$ cat config.mk
export PLATFORM = sky130hd
export DESIGN_NAME = gnss_dual_protocol_framer_core
export DESIGN_NICKNAME = d
export VERILOG_FILES = /design/src/rtl/gdpf_pkg.sv /design/src/rtl/gnss_dual_protocol_framer_core.sv
export SDC_FILE = /design/constraint.sdc
export NUM_CORES = 1
export LEC_CHECK = 0
export ABC_AREA = 0
export BUFFER_PORTS_ARGS = -buffer_cell sky130_fd_sc_hd__buf_2
export CELL_PAD_IN_SITES_DETAIL_PLACEMENT = 1
export CELL_PAD_IN_SITES_GLOBAL_PLACEMENT = 2
export CORE_UTILIZATION = 32
export DETAILED_ROUTE_END_ITERATION = 16
export GPL_TIMING_DRIVEN = 0
export PLACE_DENSITY = 0.81
export SETUP_SLACK_MARGIN = 0.4
export SYNTH_ARGS = -nofsm -noshare
export SYNTH_HDL_FRONTEND = slang
export SYNTH_SLANG_ARGS = --single-unit
$ cat constraint.sdc
create_clock -name clk -period 5.3 [get_ports clk]
set_clock_uncertainty 0.05 [all_clocks]
set_input_delay 1.325 -clock clk [delete_from_list [all_inputs] [get_ports clk]]
set_output_delay 1.325 -clock clk [all_outputs]
set_load 0.02 [all_outputs]
$ cat src/rtl/gdpf_pkg.sv
// ----------------------------------------------------------------------------
// gdpf_pkg
// Shared types and constants of the dual-protocol GNSS framer: framing
// states, register indexes, register reset values and stream field layout.
// ----------------------------------------------------------------------------
package gdpf_pkg;

  // framing state, one-hot
  typedef enum logic [2:0] {
    MODE_IDLE   = 3'b001,
    MODE_TEXT   = 3'b010,
    MODE_BINARY = 3'b100
  } mode_t;

  // configuration register indexes
  localparam int unsigned CFG_ADDR_W = 2;
  localparam logic [CFG_ADDR_W-1:0] REG_TEXT_START  = 2'd0;
  localparam logic [CFG_ADDR_W-1:0] REG_TEXT_END    = 2'd1;
  localparam logic [CFG_ADDR_W-1:0] REG_SYNC_FIRST  = 2'd2;
  localparam logic [CFG_ADDR_W-1:0] REG_SYNC_SECOND = 2'd3;

  // register reset values
  localparam logic [7:0] TEXT_START_RST  = 8'd36;
  localparam logic [7:0] TEXT_END_RST    = 8'd10;
  localparam logic [7:0] SYNC_FIRST_RST  = 8'd181;
  localparam logic [7:0] SYNC_SECOND_RST = 8'd98;

  // binary frame length field sits in positions 4 and 5
  localparam logic [7:0]  LEN_LOW_DONE_POS = 8'd6;
  localparam logic [15:0] BINARY_OVERHEAD  = 16'd8;

  // stream widths and result field offsets in out_tdata
  localparam int unsigned IN_TDATA_W    = 8;
  localparam int unsigned OUT_TDATA_W   = 32;
  localparam int unsigned OUT_WE_BIT    = 0;
  localparam int unsigned OUT_BANK_BIT  = 1;
  localparam int unsigned OUT_INDEX_LSB = 2;
  localparam int unsigned OUT_DATA_LSB  = 10;
  localparam int unsigned OUT_LEN_LSB   = 18;

endpackage

$ cat src/rtl/gnss_dual_protocol_framer_core.sv
// ----------------------------------------------------------------------------
// gnss_dual_protocol_framer_core
// Frames text sentences and binary sync-led frames from a received byte
// stream into two alternating frame buffers.
// ----------------------------------------------------------------------------
// One item in, one item out: every received byte gives one result that names
// the bank and position where it goes, or marks it dropped on overflow, and
// flags the byte that completes a frame with its kind and length. The
// framing state is updated in the cycle a byte is accepted and the result is
// held in one output register, so a byte can be taken every clock while
// out_tready keeps up; results appear in the cycle after acceptance. in_tready
// falls only while a result waits and out_tready is low. Configuration writes
// are taken at any time but belong only in idle periods.
module gnss_dual_protocol_framer_core #(
  parameter int unsigned BUFFER_BYTES = 128
) (
  input  logic                             clk,
  input  logic                             rst_n,
  // configuration
  input  logic                             cfg_we,
  input  logic [gdpf_pkg::CFG_ADDR_W-1:0]  cfg_addr,
  input  logic [7:0]                       cfg_wdata,
  // received bytes
  input  logic                             in_tvalid,
  output logic                             in_tready,
  input  logic [gdpf_pkg::IN_TDATA_W-1:0]  in_tdata,   // [7:0] rx_byte
  // results
  output logic                             out_tvalid,
  input  logic                             out_tready,
  // [0] write_enable, [1] write_bank, [9:2] write_index, [17:10] data_byte,
  // [25:18] frame_length, [31:26] zero
  output logic [gdpf_pkg::OUT_TDATA_W-1:0] out_tdata,
  output logic                             out_tlast,  // frame_done
  output logic                             out_tuser   // [0] frame_kind
);
  import gdpf_pkg::*;

  localparam logic [7:0] BufLimit = 8'(BUFFER_BYTES);

  // configuration registers
  logic [7:0] text_start_r, text_end_r, sync_first_r, sync_second_r;

  // framing state
  logic [7:0]  pos_r, pos_nxt;
  logic [7:0]  last_r, last_nxt;
  mode_t       mode_r, mode_nxt;
  logic [15:0] end_r, end_nxt;
  logic        bank_r, bank_nxt;

  // result register
  logic                   out_valid_r;
  logic [OUT_TDATA_W-1:0] out_data_r, out_data_nxt;
  logic                   out_last_r, out_last_nxt;
  logic                   out_user_r, out_user_nxt;

  logic        in_acc;
  logic [7:0]  rx;
  logic        text_start, sync_start, ovf, bin_done, txt_done, done;
  mode_t       mode1;
  logic [7:0]  pos1, pos2;
  logic [15:0] end1, end2;

  assign in_tready = !out_valid_r || out_tready;
  assign in_acc    = in_tvalid && in_tready;
  assign rx        = in_tdata[7:0];

  always_ff @(posedge clk) begin
    if (!rst_n) begin
      text_start_r  <= TEXT_START_RST;
      text_end_r    <= TEXT_END_RST;
      sync_first_r  <= SYNC_FIRST_RST;
      sync_second_r <= SYNC_SECOND_RST;
    end else if (cfg_we) begin
      case (cfg_addr)
        REG_TEXT_START:  text_start_r  <= cfg_wdata;
        REG_TEXT_END:    text_end_r    <= cfg_wdata;
        REG_SYNC_FIRST:  sync_first_r  <= cfg_wdata;
        REG_SYNC_SECOND: sync_second_r <= cfg_wdata;
        default: ;
      endcase
    end
  end

  always_comb begin
    // frame starts: text start is plain payload inside a binary frame
    text_start = (rx == text_start_r) && (mode_r != MODE_BINARY);
    sync_start = !text_start && (last_r == sync_first_r) &&
                 (rx == sync_second_r) && (mode_r == MODE_IDLE);

    mode1 = mode_r;
    pos1  = pos_r;
    end1  = end_r;
    if (text_start) begin
      mode1 = MODE_TEXT;
      pos1  = 8'd0;
    end else if (sync_start) begin
      mode1 = MODE_BINARY;
      pos1  = 8'd1;
      end1  = 16'd0;
    end

    ovf  = (pos1 >= BufLimit);
    pos2 = pos1 + 8'd1;

    end2 = end1;
    if (mode1 == MODE_BINARY && pos2 == LEN_LOW_DONE_POS) begin
      end2 = {rx, last_r} + BINARY_OVERHEAD;
    end

    bin_done = !ovf && (mode1 == MODE_BINARY) && (end2 == {8'd0, pos2});
    txt_done = !ovf && !bin_done && (rx == text_end_r) && (mode1 == MODE_TEXT);
    done     = bin_done || txt_done;

    if (ovf) begin
      // byte dropped, open frame carries on from position 0
      pos_nxt  = 8'd0;
      mode_nxt = mode1;
      end_nxt  = end1;
      bank_nxt = bank_r;
      last_nxt = last_r;
    end else begin
      pos_nxt  = done ? 8'd0 : pos2;
      mode_nxt = done ? MODE_IDLE : mode1;
      end_nxt  = end2;
      bank_nxt = bank_r ^ done;
      last_nxt = rx;
    end

    out_data_nxt                            = '0;
    out_data_nxt[OUT_WE_BIT]                = !ovf;
    out_data_nxt[OUT_BANK_BIT]              = bank_r;
    out_data_nxt[OUT_INDEX_LSB +: 8]        = ovf ? 8'd0 : pos1;
    out_data_nxt[OUT_DATA_LSB +: 8]         = rx;
    // both kinds end with the frame length equal to the next position
    out_data_nxt[OUT_LEN_LSB +: 8]          = done ? pos2 : 8'd0;
    out_last_nxt                            = done;
    out_user_nxt                            = bin_done;
  end

  always_ff @(posedge clk) begin
    if (!rst_n) begin
      pos_r  <= 8'd0;
      last_r <= 8'd0;
      mode_r <= MODE_IDLE;
      end_r  <= 16'd0;
      bank_r <= 1'b0;
    end else if (in_acc) begin
      pos_r  <= pos_nxt;
      last_r <= last_nxt;
      mode_r <= mode_nxt;
      end_r  <= end_nxt;
      bank_r <= bank_nxt;
    end
  end

  always_ff @(posedge clk) begin
    if (!rst_n) begin
      out_valid_r <= 1'b0;
    end else if (in_tready) begin
      out_valid_r <= in_tvalid;
    end
  end

  always_ff @(posedge clk) begin
    if (in_acc) begin
      out_data_r <= out_data_nxt;
      out_last_r <= out_last_nxt;
      out_user_r <= out_user_nxt;
    end
  end

  assign out_tvalid = out_valid_r;
  assign out_tdata  = out_data_r;
  assign out_tlast  = out_last_r;
  assign out_tuser  = out_user_r;

endmodule

**Word-level counts from Yosys, hierarchy flattened**

Cells that the tools add are included.

- Word-level logic and storage cells: 68
- Output and inout bits: 36
- Input port bits: 23
- Register bits after elaboration: 97

- Magnitude comparators: 1
- Reduce and logical (&&, ||, !) cells: 23
- Equal/unequal tests: 13
- Add/subtract/negate cells: 2
- Mux-type cells: 12
- Bitwise logic cells: 2

Operators by type and width:

| operator | number |
|---|---|
| 2-to-1 mux 16 bit | 4 |
| equality test 8 bit | 4 |
| 2-to-1 mux 8 bit | 4 |
| adder 16 x 4 -> 16 bit, second input constant | 1 |
| equality test 16 x 8 -> 1 bit | 1 |
| 2-to-1 mux 3 bit | 4 |
| logical AND 1 bit | 11 |
| AND reduction 2 bit | 5 |
| adder 8 x 1 -> 8 bit, second input constant | 1 |
| equality test 8 x 3 -> 1 bit, second input constant | 1 |
| greater-or-equal comparator 8 bit, second input constant | 1 |
| equality test 2 bit, second input constant | 2 |
| zero test 1 bit | 4 |
| equality test 3 x 1 -> 1 bit, second input constant | 1 |
| equality test 3 x 2 -> 1 bit, second input constant | 1 |
| equality test 3 bit, second input constant | 1 |
| inequality test 3 bit, second input constant | 1 |
| equality test 2 x 1 -> 1 bit, second input constant | 1 |
| zero test 2 bit | 1 |
| logical OR 1 bit | 2 |
| inverter 1 bit | 1 |
| XOR 1 bit | 1 |

**Depth between registers and ports, before layout**

Gate-level depths: netlist of run 1.

- Word-level depth: 21
- Mapped depth: 20
- Depth with buffers taken out: 18

**Worst setup path after synthesis of run 1**

OpenSTA, ideal clock, no wires.

- Path kind: input to register
- Start: input port in_tdata[2] (netlist name)
- End: register bank_r
- Setup slack: -0.215 ns
- Arrival time: 5.394 ns
- Required time: 5.180 ns
- Path buffers: 1
- Setup time: 0.070 ns
- Stages: 17
- Path through: buf_2 xnor2_1 and4_1 a31oi_1 nand3b_1 o21ai_0 ha_1 nand3_1 a31oi_1 mux2i_1 a32oi_1 a21boi_2 mux2_2 a2111o_1 o31a_1 or3_1 a21oi_1

- Longest elaborated chain between the ends: 20
- Elaborated cells between the ends (all ways): 34
- Classes of those cells: add/sub: 2; order compare: 1; eq/ne: 7; mux: 7; bitwise: 2; reduce/logical: 15

RTL lines:

| item | RTL line | text |
|---|---|---|
| start: declaration | gnss_dual_protocol_framer_core.sv:26 | `input logic [gdpf_pkg::IN_TDATA_W-1:0] in_tdata,` |
| equality test 8 bit | gnss_dual_protocol_framer_core.sv:86 | `text_start = (rx == text_start_r) && (mode_r != MODE_BINARY);` |
| logical AND 1 bit | gnss_dual_protocol_framer_core.sv:86 |  |
| zero test 1 bit | gnss_dual_protocol_framer_core.sv:87 | `sync_start = !text_start && (last_r == sync_first_r) &&` |
| logical AND 1 bit (2 in series) | gnss_dual_protocol_framer_core.sv:87 |  |
| logical AND 1 bit | gnss_dual_protocol_framer_core.sv:88 | `(rx == sync_second_r) && (mode_r == MODE_IDLE);` |
| 2-to-1 mux 8 bit | gnss_dual_protocol_framer_core.sv:96 | `end else if (sync_start) begin` |
| 2-to-1 mux 8 bit (*) | gnss_dual_protocol_framer_core.sv:93 | `if (text_start) begin` |
| named net pos1[0] | gnss_dual_protocol_framer_core.sv:60 | `logic [7:0] pos1, pos2;` |
| (+2 left out) | -- |  |
| logical AND 1 bit | gnss_dual_protocol_framer_core.sv:106 | `if (mode1 == MODE_BINARY && pos2 == LEN_LOW_DONE_POS) begin` |
| 2-to-1 mux 16 bit | gnss_dual_protocol_framer_core.sv:106 |  |
| equality test 16 x 8 -> 1 bit | gnss_dual_protocol_framer_core.sv:110 | `bin_done = !ovf && (mode1 == MODE_BINARY) && (end2 == {8'd0, pos2});` |
| logical AND 1 bit | gnss_dual_protocol_framer_core.sv:110 |  |
| zero test 1 bit | gnss_dual_protocol_framer_core.sv:111 | `txt_done = !ovf && !bin_done && (rx == text_end_r) && (mode1 == MODE_TEXT);` |
| logical AND 1 bit (3 in series) | gnss_dual_protocol_framer_core.sv:111 |  |
| logical OR 1 bit | gnss_dual_protocol_framer_core.sv:112 | `done = bin_done \|\| txt_done;` |
| XOR 1 bit | gnss_dual_protocol_framer_core.sv:125 | `bank_nxt = bank_r ^ done;` |
| end signal: assignment | gnss_dual_protocol_framer_core.sv:152 | `bank_r <= bank_nxt;` |
| end: declaration | gnss_dual_protocol_framer_core.sv:48 | `logic bank_r, bank_nxt;` |

The timed path passes the listed nets; every way through them passes the cells marked *.
A chain may end at the register's enable or synchronous reset.

**Worst setup path in the final report of run 1**

- Start: input port in_tdata[3] (netlist name)
- End: register bank_r

Same word-level chain as after synthesis.

==> results.yml, run 1 <==
power:
  p_sw_share_pct: 25.4
  internal_power_mw: 1.28
  vdd_drop_max_mv: 0.159
  p_leak_nw: 2.53
  p_comb_share_pct: 12.6
  p_per_area_nw_per_um2: 263
  clkPwrFrac_pct: 40.5
  p_total_mw: 1.72
  p_sw_mw: 0.436
  seqPwrFrac_pct: 46.9
detailed_routing:
  via_per_inst: 5.21
  avgRoutedWirePerCell_um: 18.6
  antenna_left: 0
  finalWirelength_mm: 15.6
  vias: 4378
  drt-initial-drc-count: 211
  drt_pass1_iterations: 4
  drc_errors: 0
worst_setup_path:
  worstSetupPathType: "in2reg"
  crit_arrival_ns: 5.51
  cp-start-kind: "input port"
  reg2reg_to: "bank_r"
  reg2reg_depth: 19
  required_ns: 5.54
  worstPathMaxFanout: 4
  r2r-start: "mode_r[2]"
  endpoint_kind: "flip-flop"
  r2r_slack_ns: 0.71
synthesis:
  yosys_warnings: 0
  synthArstFlopShare_pct: 0
  synth-adder-area-share_pct: 0.764
  netlist_instances: 548
  syn_area_sq_um: 4910
  ys_types: 60
  ys.flop_type: "dfxtp_1"
  synth-compound-area-share_pct: 13.0
  synth.area.mux_share_pct: 3.08
  synth_edf_count: 28
  ys_ff_latch: 97
  yosys-top-cells-area: "dfxtp_1 (28%), edfxtp_1 (17%), xnor2_1 (7.0%), nand2_1 (6.6%), xor2_1 (3.4%)"
  synth_top_family_by_area: "simple AND/OR/NAND/NOR gates"
  ys_seq_area_share_pct: 45.2
  syn_area_per_cell_sq_um: 8.97
  synth_top_area_share_pct: 28.1
  synth-xor-area-share_pct: 10.3
  synth_top_cell_by_area: "dfxtp_1"
  synth_simple_gate_area_share_pct: 22.4
finish:
  nets: 678
  syn_to_final_growth_pct: 33.0
  final_area_sq_um: 6540
  num_antenna_cells: 0
  final_core_util_pct: 44.3
  drive_above_1_share_pct: 27.4
worst_hold_path:
  hp-start: "bank_r"
  hold_end: "out_tdata[1]"
  hold_path_depth: 0
  hold_path.class: "reg2reg"
grt:
  grt.total_usage_pct: 19.9
  grt_pass1_wl_mm: 24.0
  grt_pass1_vias: 4495
  globalRouteOverflowTotal: 0
  grt_max_degree: 33
  antenna_found_initial: 0
sta:
  relSlewSlack_pct: 14.5
  max_freq_mhz: 190
  fin_crit_ns: 5.27
  timing.hold.ws_ns: 0.406
  rsz0062_at_grt: "true"
  maxSlewViolCount: 0
  setup_viol: 0
  tightest_slew_ns: 1.28
  hold_viol: 0
  period_share_pct: 99.4
floorplan:
  fp.dieW_um: 126
  start_util_pct: 33.3
  dieArea_sq_um: 15900
  fp.coreArea_sq_um: 14800
  die_h_um: 126
  pin_count: 59
  row_count: 44
run_status:
  status: "complete, no violations"
place:
  port_buffers: 52
  place_area_sq_um: 5520
  gp_congestion: 0.812
  dp_hpwl_mm: 11.1
clock_network:
  htree_levels: 3
  cts.clk_slew.worst_paths_ns: 0.07
  clock_sinks: 97
  cts_root_buf: "clkbuf_16"
  cts_max_path_buffers: 2
  cts_tree: "yes"
  clock_latency_ns: 0.36
  numCtsBuffers: 9
  postCtsHoldBufs: 0
job:
  maxCapViolCount: 0
## worst max-delay path by stage
| stage | to | from |
|---|---|---|
| 3_5_place_dp | out_tdata[25] | in_tdata[2] |
| 2_1_floorplan | bank_r | in_tdata[5] |
| 4_1_cts | bank_r | in_tdata[2] |
| 6_report | bank_r | in_tdata[3] |
| 3_3_place_gp | bank_r | in_tdata[5] |
| 5_1_grt | bank_r | in_tdata[6] |
## worst max-delay path: stages
cell and delay (ns):
buf_2 0.11, buf_8 0.13, xnor2_1 0.13, and4_2 0.29
a31oi_4 0.21, nand3b_1 0.26, o21ai_4 0.16, ha_4 0.18
nand3_4 0.12, buf_12 0.17, xnor2_4 0.19, o31ai_4 0.11
a21oi_2 0.16, xor2_1 0.09, a2111o_1 0.35, mux2_4 0.26
a2111o_1 0.36, o31a_1 0.38, or3_1 0.39, a21oi_1 0.13
## state kept, by name, summed over array words and instances, names as in the netlist
name	flops
last_r	8
out_tlast	1
out_tuser	1
text_start_r	8
pos_r	8
bank_r	1
text_end_r	8
sync_first_r	8
mode_r	3
sync_second_r	8
out_tvalid	1
end_r	16
out_tdata	26
## cell families (layout without fill, tap and decap cells)
| group | after synthesis | count (layout) |
|---|---|---|
| muxes | 15 | 15 |
| xor gates and xnor gates | 58 | 58 |
| other | 1 | 7 |
| and+or+nand+nor | 227 | 227 |
| adders and majority gates | 3 | 3 |
| DFF | 97 | 97 |
| AOI/OAI and AO/OA | 96 | 96 |
| buffers and inverters | 51 | 154 |
## power groups by stage
stage               registers [mW]  clock network, mW  logic, mW
global placement             0.821                  0      0.178
global route                 0.809              0.743      0.234
floorplan                    0.833                  0      0.108
CTS                          0.806              0.713      0.199
finish                       0.807              0.696      0.216
detailed placement           0.822                  0      0.183
## area by class of cell
cell class                 count  area, sq um
buffer                        39          293
tap                          184          230
multi-input combinational    406         2870
timing repair buffer          87          563
sequential                    97         2220
clock buffer                   9          225
inverter                      12         47.5
clock inverter                 7         85.1
fill                        1705         8220
## layout by cell type (no fill, tap or decap), types with 4 or more instances in the layout
| cell | n |
|---|---|
| nand2_1 | 84 |
| dfxtp_1 | 69 |
| buf_2 | 53 |
| nor2_1 | 43 |
| buf_4 | 38 |
| a21oi_1 | 30 |
| edfxtp_1 | 28 |
| xnor2_1 | 27 |
| nand3_1 | 27 |
| xor2_1 | 19 |
| clkbuf_1 | 15 |
| a22oi_1 | 13 |
| mux2i_1 | 12 |
| xnor2_2 | 11 |
| inv_1 | 10 |
| nand4_1 | 10 |
| buf_6 | 9 |
| nor3_1 | 9 |
| clkbuf_16 | 9 |
| nand2b_1 | 7 |
| and2_1 | 7 |
| o21ai_0 | 7 |
| conb_1 | 7 |
| and3_1 | 5 |
| o31ai_4 | 5 |
| buf_8 | 4 |
| clkinv_1 | 4 |
## layer usage
metal	up-vias	wire, um	GRT usage, %
met5	-	0	0
li1	2113	-	-
met3	26	516	4.55
met4	0	366	5.81
met1	2150	6680	23.3
met2	89	8060	35.9
## synth_stat cells, types with 3 or more instances
master and instances:
a211oi_1 4, a21oi_1 32, a22oi_1 13, a31oi_1 4
and2_1 7, and3_1 6, buf_2 9, buf_4 9
clkbuf_1 18, dfxtp_1 69, edfxtp_1 28, ha_1 3
inv_1 11, mux2i_1 14, nand2_1 86, nand2b_1 7
nand3_1 29, nand4_1 10, nor2_1 44, nor2b_1 3
nor3_1 12, nor4_1 3, o211ai_1 3, o21ai_0 10
o31ai_1 8, or2_2 3, xnor2_1 39, xor2_1 19
## per-stage QoR
stage               TNS (ns)  cells  worst slack (ns)
floorplan                  0    554             0.157
global placement      -18.71    790            -0.881
detailed placement    -24.75    790             -1.06
CTS                        0    824            0.0461
global route          -0.163    841            -0.118
finish                     0    841            0.0316
## repair_timing
item	in CTS	in global routing
gates resized for setup	46	40
setup endpoints to repair	38	35
buffers inserted	18	17
cloned	0	0
pin swaps	22	28
Note: power is estimated with default switching activity, not from simulation.
==> run 2, diff against run 1 <==
- CORE_UTILIZATION: 32 -> 39
- PLACE_DENSITY: 0.81 -> 0.91
- clock period: 5.3 -> 6.1 ns (I/O delays scaled with it)
==> results.yml, run 2 (synthesized netlist as in run 1, its figures left out) <==
worst_setup_path:
  endpoint_kind: "flip-flop"
  path_cells: "buf_2, clkbuf_4, xnor2_1, and4_2, a31oi_4, nand3b_1, buf_4, o21ai_4, ha_4, nand3_4, a31oi_4, mux2i_2, a32oi_1, a21boi_4, mux2_2, a2111o_1, o31a_1, clkbuf_4, o21ai_1, a21oi_1"
  worstSetupPathType: "in2reg"
  worst_path_max_delay_cell: "a2111o_1"
  worst-path-stages: 20
  slowest_delay_ns: 0.44
  required_ns: 6.26
  worstPathMaxFanout: 10
  reg2reg_depth: 18
  crit_family: "compound AO/OA/AOI/OAI gates"
  cp-start-kind: "input port"
  critPathBufInv: 4
  crit_arrival_ns: 5.73
sta:
  tightest_slew_ns: 1.27
  period_share_pct: 91.2
  hold_viol: 0
  relSlewSlack_pct: 15.5
  rsz0062_at_grt: "true"
  maxSlewViolCount: 0
  fin_crit_ns: 5.57
  max_freq_mhz: 180
  setup_viol: 0
grt:
  grt.total_usage_pct: 24.0
  grt_pass1_wl_mm: 23.8
  antenna_found_initial: 0
  grt_max_degree: 33
  globalRouteOverflowTotal: 0
  grt_pass1_vias: 4573
floorplan:
  pin_count: 59
  fp.dieW_um: 114
  fp.coreArea_sq_um: 12200
  start_util_pct: 40.4
  dieArea_sq_um: 13100
  die_h_um: 114
  row_count: 40
detailed_routing:
  drt_pass1_iterations: 4
  avgRoutedWirePerCell_um: 18.6
  drc_errors: 0
  drt-initial-drc-count: 180
  finalWirelength_mm: 15.0
  vias: 4314
  via_per_inst: 5.36
  antenna_left: 0
clock_network:
  numCtsBuffers: 9
  cts_root_buf: "clkbuf_16"
  cts_tree: "yes"
  clock_latency_ns: 0.36
  cts.clk_slew.worst_paths_ns: 0.07
  cts_max_path_buffers: 2
  htree_levels: 3
  clock_sinks: 97
  postCtsHoldBufs: 0
finish:
  finalNonFillerCells: 805
  largest_register_ffs: 26
  drive_above_1_share_pct: 20.7
  final_area_sq_um: 6020
  nets: 658
  final_common_cell: "nand2_1"
  num_antenna_cells: 0
  layout_common_cells: "nand2_1 (86), dfxtp_1 (69), buf_2 (58)"
  syn_to_final_growth_pct: 22.5
  fill_cells: 1440
power:
  clkPwrFrac_pct: 41.7
  internal_power_mw: 1.11
  p_per_area_nw_per_um2: 246
  p_leak_nw: 2.30
  vdd_drop_max_mv: 0.0962
  p_sw_share_pct: 24.6
  seqPwrFrac_pct: 47.4
  p_sw_mw: 0.364
  p_comb_share_pct: 10.9
place:
  gp_congestion: 0.813
  dp_cells: 774
  port_buffers: 52
  dp_hpwl_mm: 10.9
  place_area_sq_um: 5410
job:
  maxCapViolCount: 0
worst_hold_path:
  hold_path_depth: 0
  hold_path.class: "reg2reg"
run_status:
  status: "complete, no violations"
-- run 2: final cells by class --
cell class / instances / area [sq um] / area share (%)
buffer: 39 / 218 / 3.62
clock buffer: 13 / 250 / 4.16
clock inverter: 3 / 65.1 / 1.08
inverter: 12 / 45.0 / 0.748
multi-input combinational: 406 / 2640 / 43.8
sequential: 97 / 2220 / 36.9
tap: 168 / 210 / 3.49
timing repair buffer: 67 / 373 / 6.20
-- run 2: worst paths after layout --
| check | from | endpoint | slack [ns] |
|---|---|---|---|
| worst max-delay path | in_tdata[2] | bank_r | 0.53 |
| worst min-delay path | bank_r | out_tdata[1] | 0.41 |
| worst max register to register | mode_r[2] | bank_r | 1.55 |
| worst min register to register | bank_r | out_tdata[1] | 0.41 |
-- run 2: power groups by stage --
| stage | combinational [mW] | clock (mW) | sequential [mW] |
|---|---|---|---|
| after floorplan | 0.0894 | 0 | 0.724 |
| after global placement | 0.148 | 0 | 0.713 |
| after detailed placement | 0.153 | 0 | 0.714 |
| after CTS | 0.158 | 0.619 | 0.700 |
| after global routing | 0.176 | 0.641 | 0.702 |
| final | 0.162 | 0.616 | 0.700 |
-- run 2: what timing repair did --
action / in CTS / in global routing
hold endpoints to repair: 0 / 0
buffers inserted: 6 / 9
endpoints found under the setup margin: 35 / 21
gates resized for setup: 22 / 12
pin swaps: 8 / 8
-- run 2: metrics by stage --
stage | TNS [ns] | setup slack [ns] | power [mW] | util, % | hold slack (ns)
3_5_place_dp | -19.87 | -1.01 | 0.867 | 44.5 | 0.403
5_1_grt | 0 | 0.340 | 1.52 | 49.5 | 0.437
2_1_floorplan | 0 | 0.414 | 0.813 | - | 0.370
4_1_cts | 0 | 0.401 | 1.48 | 48.4 | 0.418
3_3_place_gp | -15.60 | -0.899 | 0.860 | 44.5 | 0.385
6_report | 0 | 0.534 | 1.48 | 49.5 | 0.413
-- run 2: layer usage --
layer | share of wire (%) | global-route usage, % | wire length, um | up-vias
met5 | 0 | 0 | 0 | -
met4 | 3.1 | 12.0 | 465 | 0
met3 | 3.3 | 4.24 | 490 | 36
met2 | 51 | 42.9 | 7680 | 86
met1 | 42 | 27.6 | 6360 | 2121
li1 | - | - | - | 2071
